==> config.mk <==
export PLATFORM = sky130hd
export DESIGN_NAME = lgge_cell_unit
export DESIGN_NICKNAME = d
export VERILOG_FILES = /design/src/design/lgge_pkg.sv /design/src/design/lgge_cell_unit.sv
export SDC_FILE = /design/constraint.sdc
export NUM_CORES = 1
export LEC_CHECK = 0
export BUFFER_PORTS_ARGS = -buffer_cell sky130_fd_sc_hd__buf_2
export CAP_MARGIN = 20
export CORE_AREA = 2 2 39 41
export DETAILED_ROUTE_END_ITERATION = 7
export DIE_AREA = 0 0 41 43
export GPL_TIMING_DRIVEN = 0
export PLACE_DENSITY = 0.37
export SYNTH_ARGS = -nofsm -noshare
export SYNTH_HDL_FRONTEND = slang
export SYNTH_SLANG_ARGS = --single-unit
==> constraint.sdc <==
create_clock -name vclk -period 3.2
set_input_delay 0.16 -clock vclk [all_inputs]
set_output_delay 0.16 -clock vclk [all_outputs]
set_load 0.1 [all_outputs]
==> src/design/lgge_pkg.sv <==
// ----------------------------------------------------------------------------
// lgge_pkg
// Shared types and constants for the life grid generation engine.
// ----------------------------------------------------------------------------
package lgge_pkg;

	localparam int ADDR_W = 7;

	// Rule B3/S23: birth on three neighbors, survival on two or three.
	localparam logic [3:0] BIRTH_COUNT = 4'd3;
	localparam logic [3:0] KEEP_COUNT  = 4'd2;

	typedef enum logic [1:0] {
		FUNC_WRITE   = 2'd0,
		FUNC_READ    = 2'd1,
		FUNC_ADVANCE = 2'd2,
		FUNC_CLEAR   = 2'd3
	} func_t;

	typedef struct packed {
		func_t             func;
		logic [ADDR_W-1:0] row;
		logic [ADDR_W-1:0] col;
		logic              value;
	} cmd_t;

	typedef struct packed {
		logic       cell_state;
		logic [1:0] done_kind;
	} rsp_t;

endpackage

==> src/design/lgge_cell_unit.sv <==
// ----------------------------------------------------------------------------
// lgge_cell_unit
// Next-state evaluation of one cell from its 3x3 neighborhood window.
// Each column is {upper, center, lower}.
// ----------------------------------------------------------------------------
module lgge_cell_unit
	import lgge_pkg::*;
(
	input  logic [2:0] left_col,
	input  logic [2:0] mid_col,
	input  logic [2:0] right_col,
	output logic       cell_next
);

	logic [3:0] count;

	always_comb begin
		count = 4'd0;
		for (int i = 0; i < 3; i++) begin
			count = count + 4'(left_col[i]) + 4'(right_col[i]);
		end
		count = count + 4'(mid_col[2]) + 4'(mid_col[0]);
		cell_next = (count == BIRTH_COUNT) || ((count == KEEP_COUNT) && mid_col[1]);
	end

endmodule

# == Word level (Yosys, flattened, before mapping) ==
# Index checks and enable logic that the tools add are counted.
# word_totals
word_cells,11
reg_bits,0
inputBits,9
output_inout_bits,1
# op_classes
reduce_logical,2
addsub,7
eq_ne,2
# op_table
op,n
$add 4x1->4,4
$eq 4x2->1 const B,2
$add 3x1->4,1
$add 2x1->3,1
$add 1x1->2,1
$logic_and 1x1->1,1
$logic_or 1x1->1,1

# == Depth between registers and ports, before layout ==
# Gate-level depths: netlist of run 1.
# logic_depth
ltp_word,10
ltp_mapped,9
depth_no_buf,9

# == Worst setup path before layout of run 1 ==
# Ideal clock, no wire load.
# synth_path
path_type,input-to-output
startpoint,input left_col[0]
endpoint,output cell_next
cell_stages,9
arrival_ps,3958
required_time_ps,3040
setup_slack_ps,-918
cell_sequence,inv_1 > fa_1 > fa_1 > fa_1 > inv_1 > ha_1 > fa_1 > or2_0 > a21oi_1
# synth_between
elab_chain_cells,10
word_cells_on_any_way,11
# synth_rtl
element,line_no,source
from (decl),lgge_cell_unit.sv:9,"input logic [2:0] left_col,"
$add 1x1->2 *,lgge_cell_unit.sv:20,count = count + 4'(left_col[i]) + 4'(right_col[i]);
$add 2x1->3 *,lgge_cell_unit.sv:20,
$add 3x1->4 *,lgge_cell_unit.sv:20,
$add 4x1->4 * (2 in series),lgge_cell_unit.sv:20,
$add 4x1->4 * (2 in series),lgge_cell_unit.sv:22,count = count + 4'(mid_col[2]) + 4'(mid_col[0]);
$eq 4x2->1,lgge_cell_unit.sv:23,cell_next = (count == BIRTH_COUNT) || ((count == KEEP_COUNT) && mid_col[1]);
$logic_and 1x1->1,lgge_cell_unit.sv:23,
$logic_or 1x1->1 *,lgge_cell_unit.sv:23,
to (decl),lgge_cell_unit.sv:12,output logic cell_next
# Mark *: on every way between the ends. The rest lies on a longest branch, timed or not.

# == Final worst setup path of run 1 ==
# Ends and elaborated chain as after synthesis.

==> results of run 1 <==
final cells by class:
class,count,area share
multi-input cells,12,0.550
repair buffers,10,0.218
inverters,11,0.164
well taps,16,0.0672
power breakdown:
| part | switching, mW | internal [mW] | leakage, nW |
|---|---|---|---|
| sequential | 0 | 0 | 0 |
| combinational | 0.0816 | 0.0563 | 0.164 |
| clock | 0 | 0 | 0 |
cell usage in the layout (no fill, tap or decap), drive strengths merged:
| cell | n |
|---|---|
| inv | 11 |
| nand3 | 1 |
| ha | 3 |
| buf | 10 |
| or2 | 1 |
| fa | 4 |
| a21oi | 2 |
| o21ai | 1 |
cell families (layout without fill, tap and decap cells):
kind of cell / after synthesis / in the layout / synth area share
buffers and inverters: 11 / 21 / 0.223
adder cells (fa/ha/maj): 7 / 7 / 0.635
AND/OR/NAND/NOR: 2 / 2 / 0.0608
AO/OA/AOI/OAI: 3 / 3 / 0.0811
cells in the mapped netlist, drive strengths merged:
master  instances  area [um2]
ha              3        37.5
a21oi           2        10.0
nand3           1        5.00
o21ai           1        5.00
or2             1        6.26
inv            11        41.3
fa              4        80.1
routing by layer:
metal  part of all wire  GRT usage  vias to the layer above
li1                   -          -                       85
met1               0.52     0.0516                       58
met2               0.35     0.0594                        9
met3               0.13          0                        0
met4                  0          0                        0
met5                  0          0                        -
repair_timing:
action / CTS / global route
setup endpoints to repair: 1 / 1
hold buffers: 0 / 0
resized for setup: 4 / 1
pin swaps: 1 / 5
worst paths after layout:
kind	start	to	slack, ns	cells after the start
worst max-delay path	left_col[0]	cell_next	0.14	11
worst min-delay path	mid_col[1]	cell_next	0.77	4
stage by stage:
step           setup slack (ns)   util  cells  instance area (um2)  TNS, ns
2_1_floorplan         0.0000271      -     23                  209        0
5_1_grt                 0.00886  0.215     49                  298        0
6_report                  0.137  0.215     49                  298        0
3_5_place_dp             -0.199  0.202     49                  279   -0.199
4_1_cts                  0.0170  0.212     49                  294        0
3_3_place_gp             -0.207  0.202     49                  279   -0.207
==> impl_metrics.toml, run 1 <==
[synthesis]
synth_nets = 39
synthCells = 23
seq_area_frac_synth = 0
ys_warn_count = 0
synth_cell_types = 7
avgSynthCellArea_um2 = 8.05
syn_area_um2 = 185

[final_layout]
fillers = 157
seq_cells = 0
regArea_um2 = 0
syn2layout_area_growth_pct = 60.8
drive_gt1_frac = 0.455
clkbuf_count = 0
multiInputGateArea_um2 = 164
num_antenna_cells = 0
final_nets = 51

[grt]
grt_pass1_wl_um = 455
grt_max_degree = 3
grt_usage = 0.0352
antenna_found_initial = 0
grt_overflow_total = 0
grt_pass1_vias = 132

[die]
num_rows = 14
initial_core_util = 0.134
die_x_um = 41
fp.dieH_um = 43
io_pins = 10
die-area_um2 = 1760
core_um2 = 1380

[timing]
holdWs_ns = 0.774
tightest_slew_ns = 0.161
rsz0062_at_grt = "no"
slew_violations = 0
timing.final.crit_share = 0.957
relSlewSlack = 0.893
setup_viol = 0
fmax_mhz = 326
fin_crit_ns = 3.06
finalHoldViolCount = 0

[power_and_ir_drop]
leakage_nw = 0.164
power_mw = 0.138
power_density_nw_per_um2 = 463
irDropWorstVdd_mv = 0.0958

[setup_path]
cp_cell_sequence = "buf_2, inv_1, fa_1, fa_1, fa_1, inv_1, ha_2, fa_2, o21ai_2, a21oi_4, buf_12"
crit_family = "adder cells"
arrival_ns = 2.90
crit_type = "input pin to output port"
critPathMaxStageDelay_ns = 0.56
critPathMaxFanout = 2
critPathRequiredTime_ns = 3.04
crit_path_end_kind = "output port"
cpMostUsedCell = "fa_1"
path_buf_inv = 4
cp-start-kind = "input pin"
crit_slowest_cell = "fa_1"

[detailed_routing]
first_iter_violations = 0
wl_per_cell_um = 5.61
via_count = 152
wl_um = 275
drc = 0
vias_per_cell = 3.10
antenna_left = 0
firstDrtPassIters = 1

[clock_network]
cts_setup_buffers = 0

[flow_run]
max_cap_violations = 0

[place]
buffer_ports.inserted = 10
place_congestion = 0.547

[run_status]
status = "finished clean"

[min_path]
hold_path.class = "input pin to output port"
Power figures use the tool's default switching activity.
==> run 2, diff against run 1 <==
==> constraint.sdc (replaced) <==
create_clock -name vclk -period 3.2
set_input_delay 0.64 -clock vclk [all_inputs]
set_output_delay 0.64 -clock vclk [all_outputs]
set_load 0.1 [all_outputs]
==> run 2 against run 1 <==
The flow now finishes with violations (setup timing); cell count grew 2.0%; cell area grew 12%; sequential cell count is the same; global-route usage grew 0.30 points; via count grew 6.6%; critical path depth is the same; sequential share of layout area is the same; largest power group unchanged.
==> impl_metrics.toml, run 2 (same netlist as run 1, synthesis figures left out) <==
[setup_path]
critPathMaxFanout = 2
cpMostUsedCell = "fa_1"
crit_path_end_kind = "output port"
cp_cell_sequence = "buf_6, inv_4, fa_1, fa_1, fa_1, inv_2, ha_4, fa_2, o21ai_2, a21oi_4, buf_12"
critPathRequiredTime_ns = 2.56
crit_type = "input pin to output port"
cp-start-kind = "input pin"
arrival_ns = 3.37
critPathMaxStageDelay_ns = 0.55
crit_slowest_cell = "fa_1"

[run_status]
status = "finished, violations left"
violations = "setup timing"

[detailed_routing]
antenna_left = 0
wl_per_cell_um = 6.76
via_count = 162
drc = 0
wl_um = 338
vias_per_cell = 3.24
first_iter_violations = 0
firstDrtPassIters = 1

[timing]
setup_viol = 1
tightest_slew_ns = 0.163
fmax_mhz = 250
finalHoldViolCount = 0
rsz0062_at_grt = "yes"
holdWs_ns = 1.74
timing.final.ws_setup_ns = -0.805
fin_crit_ns = 4.01
slew_violations = 0
timing.final.crit_share = 1.25
relSlewSlack = 0.892

[place]
placedCellCount = 49
place_congestion = 0.547
buffer_ports.inserted = 10

[die]
initial_core_util = 0.134
core_um2 = 1380
num_rows = 14
io_pins = 10
fp.dieH_um = 43
die_x_um = 41
die-area_um2 = 1760

[min_path]
hold_path.class = "input pin to output port"

[grt]
grt_overflow_total = 0
grt_pass1_vias = 134
grt_max_degree = 3
grtUsageMet2 = 0.0656
grt_pass1_wl_um = 496
top_usage_layer = "met2"
grt_usage = 0.0382
met3_usage = 0
antenna_found_initial = 0
globalRouteMet1Util = 0.0548

[final_layout]
seq_cells = 0
drive_gt1_frac = 0.559
fin_cells = 50
multiInputGateArea_um2 = 176
layout_commonest_cell = "inv_1"
num_antenna_cells = 0
final_nets = 52
fillers = 158
regArea_um2 = 0
post-route-util = 0.241
syn2layout_area_growth_pct = 79.7
clkbuf_count = 0
final_cell_mix = "inv_1, buf_2, fa_1, ha_1, buf_6"

[power_and_ir_drop]
power_mw = 0.157
power_density_nw_per_um2 = 472
leakage_nw = 0.174
irDropWorstVdd_mv = 0.0958

[clock_network]
holdBufCountCts = 0

[flow_run]
max_cap_violations = 0
## run 2: cell count changes in the layout (fill, tap and decap cells not counted), sizes merged
cell  delta
buf      +1
## run 2: routing by layer
metal / share of wire / wire length [um]
met1: 0.43 / 145
met3: 0.11 / 36
met5: 0 / 0
met2: 0.46 / 156
met4: 0 / 0
## run 2: repair_timing
item                                    CTS  global route
endpoints found under the setup margin    1             1
pin swaps                                 6             3
setup buffers                             1             0
resized for setup                         8             5
## run 2: stage by stage
stage,area (um2),setup TNS [ns],setup WS [ns]
floorplan,209,-0.960,-0.960
finish,333,-0.805,-0.805
CTS,314,-0.817,-0.817
detailed placement,279,-1.16,-1.16
global route,333,-0.903,-0.903
global placement,279,-1.17,-1.17
## run 2: critical path: cells and delay by family
family          cells  cell delay, ns
buf+inv             4            0.32
fa+ha+maj           5            2.19
compound gates      2            0.20
## run 2: report_power, final
part	switching (mW)	leakage [nW]	internal, mW
Clock	0	0	0
Sequential	0	0	0
Combinational	0.0878	0.174	0.0694
## run 2: path summary, 6_finish.rpt
check	startpoint	end	slack [ns]	depth (start not counted)
worst min-delay path	mid_col[1]	cell_next	1.74	4
worst max-delay path	left_col[0]	cell_next	-0.81	11
## run 2: layout make-up
| type | instances | area share |
|---|---|---|
| inverter | 11 | 0.154 |
| multi-input combinational | 12 | 0.530 |
| tap | 16 | 0.0602 |
| timing repair buffer | 11 | 0.256 |
==> run 3, diff against run 2 <==
Settings changed: ABC_AREA set to 1, GPL_TIMING_DRIVEN 0 to not set, PLACE_DENSITY 0.37 to 0.35.
==> run 3 against run 2 <==
The flow still finishes with violations (setup timing); die area is the same; cell count grew 10%; global-route usage is the same; first-iteration DRC count is the same; core utilization shrank 1.1 points; area after synthesis grew 8.1%; largest cell class unchanged.
==> impl_metrics.toml, run 3 <==
[timing]
timing.final.ws_setup_ns = -0.768
rsz0062_at_grt = "yes"
relSlewSlack = 0.913
finalHoldViolCount = 0
setup_viol = 1
tightest_slew_ns = 0.130
holdWs_ns = 1.76
tns_ns = -0.768
slew_violations = 0
fin_crit_ns = 3.97
fmax_mhz = 252
timing.final.crit_share = 1.24

[grt]
antenna_found_initial = 0
grt_pass1_wl_um = 503
grt_usage = 0.0382
grt_overflow_total = 0
grt_pass1_vias = 141
grt_max_degree = 3

[synthesis]
synth.top_cell.area_share = 0.400
synth_commonest_cells = "inv_1, fa_1, ha_1, nand2_1, nand3_1"
synth_area_leader_cell = "fa_1"
avgSynthCellArea_um2 = 7.15
synth_cell_types = 6
synth_most_common_cell = "inv_1"
syn_area_um2 = 200
seq_area_frac_synth = 0
ys_warn_count = 0
synthCells = 28
synth_nets = 44
synth_area_leaders = "fa_1, inv_1, ha_1"

[detailed_routing]
drc = 0
first_iter_violations = 0
antenna_left = 0
via_count = 178
firstDrtPassIters = 1
top_layer = "met3"
vias_per_cell = 3.24
met2_wirelength_um = 108
met3_wirelength_um = 27
wl_per_cell_um = 5.84
m1WireLength_um = 185
wl_um = 321

[final_layout]
syn2layout_area_growth_pct = 58.8
final_cell_mix = "inv_1, buf_2, fa_1, nand2_1, ha_1"
stdcell_area_um2 = 318
post-route-util = 0.230
seq_cells = 0
clkbuf_count = 0
final_nets = 57
num_antenna_cells = 0
drive_gt1_frac = 0.385
regArea_um2 = 0
fin_cells = 55
layout_commonest_cell = "inv_1"

[place]
place_area_um2 = 312
place_congestion = 0.608
dpl.hpwl_um = 317
buffer_ports.inserted = 10
place_ws_ns = -0.825
placedCellCount = 55

[setup_path]
critPathRequiredTime_ns = 2.56
critPathMaxFanout = 2
crit_slowest_cell = "fa_1"
crit_path_end_kind = "output port"
crit_type = "input pin to output port"
cpMostUsedCell = "fa_1"
arrival_ns = 3.33
cp_cell_sequence = "buf_6, inv_2, fa_1, fa_1, fa_1, inv_1, ha_2, fa_1, nand3_2, a21oi_4, buf_12"
cp-start-kind = "input pin"
critPathMaxStageDelay_ns = 0.54

[min_path]
min_to = "cell_next"
min_from = "mid_col[1]"
hold_path.class = "input pin to output port"
hold_depth = 6

[die]
num_rows = 14
fp.dieH_um = 43
die_x_um = 41
die-area_um2 = 1760
initial_core_util = 0.145
core_um2 = 1380
io_pins = 10

[power_and_ir_drop]
irDropWorstVdd_mv = 0.167
power_density_nw_per_um2 = 468
power_mw = 0.149
leakage_nw = 0.192

[run_status]
violations = "setup timing"
status = "finished, violations left"

[flow_run]
max_cap_violations = 0
## run 3: repair_timing
item                       4_1_cts  5_1_grt
setup endpoints to repair        1        1
setup buffers                    0        0
pin swaps                        1        0
hold buffers                     0        0
resized for setup                2        0
## run 3: power by group
part	internal [mW]	total, mW	switching [mW]	leakage, nW
Clock	0	0	0	0
Sequential	0	0	0	0
Combinational	0.0593	0.149	0.0893	0.192
Total	0.0593	0.149	0.0893	0.192
## run 3: final cells by class
type                       count  area [um2]
inverter                      15        56.3
timing repair buffer          11        78.8
multi-input combinational     13         163
fill                         161        1070
tap                           16        20.0
## run 3: layer usage
layer  vias to the layer above  track usage
met5                         -            0
met4                         0            0
met3                         0            0
met2                         9       0.0500
met1                        72       0.0710
li1                         97            -
## run 3: kinds of logic after synthesis
kind of cell	count (synthesis)	share of synthesized area
adder cells (fa/ha/maj)	7	0.588
AND/OR/NAND/NOR	5	0.106
AO/OA/AOI/OAI	1	0.0250
buffers and inverters	15	0.281
## run 3: worst max-delay path by stage
| stage | from | cells after the start | endpoint | slack, ns |
|---|---|---|---|---|
| CTS | mid_col[0] | 11 | cell_next | -0.78 |
| detailed placement | mid_col[0] | 11 | cell_next | -0.82 |
| global route | mid_col[0] | 12 | cell_next | -0.87 |
| finish | mid_col[0] | 11 | cell_next | -0.77 |
| global placement | mid_col[0] | 11 | cell_next | -0.83 |
| floorplan | mid_col[0] | 9 | cell_next | -0.89 |
## run 3: critical path: cells and delay by family
| family | cells | cell delay [ns] |
|---|---|---|
| fa+ha+maj | 5 | 2.13 |
| simple gates | 1 | 0.09 |
| compound gates | 1 | 0.14 |
| buf+inv | 4 | 0.33 |
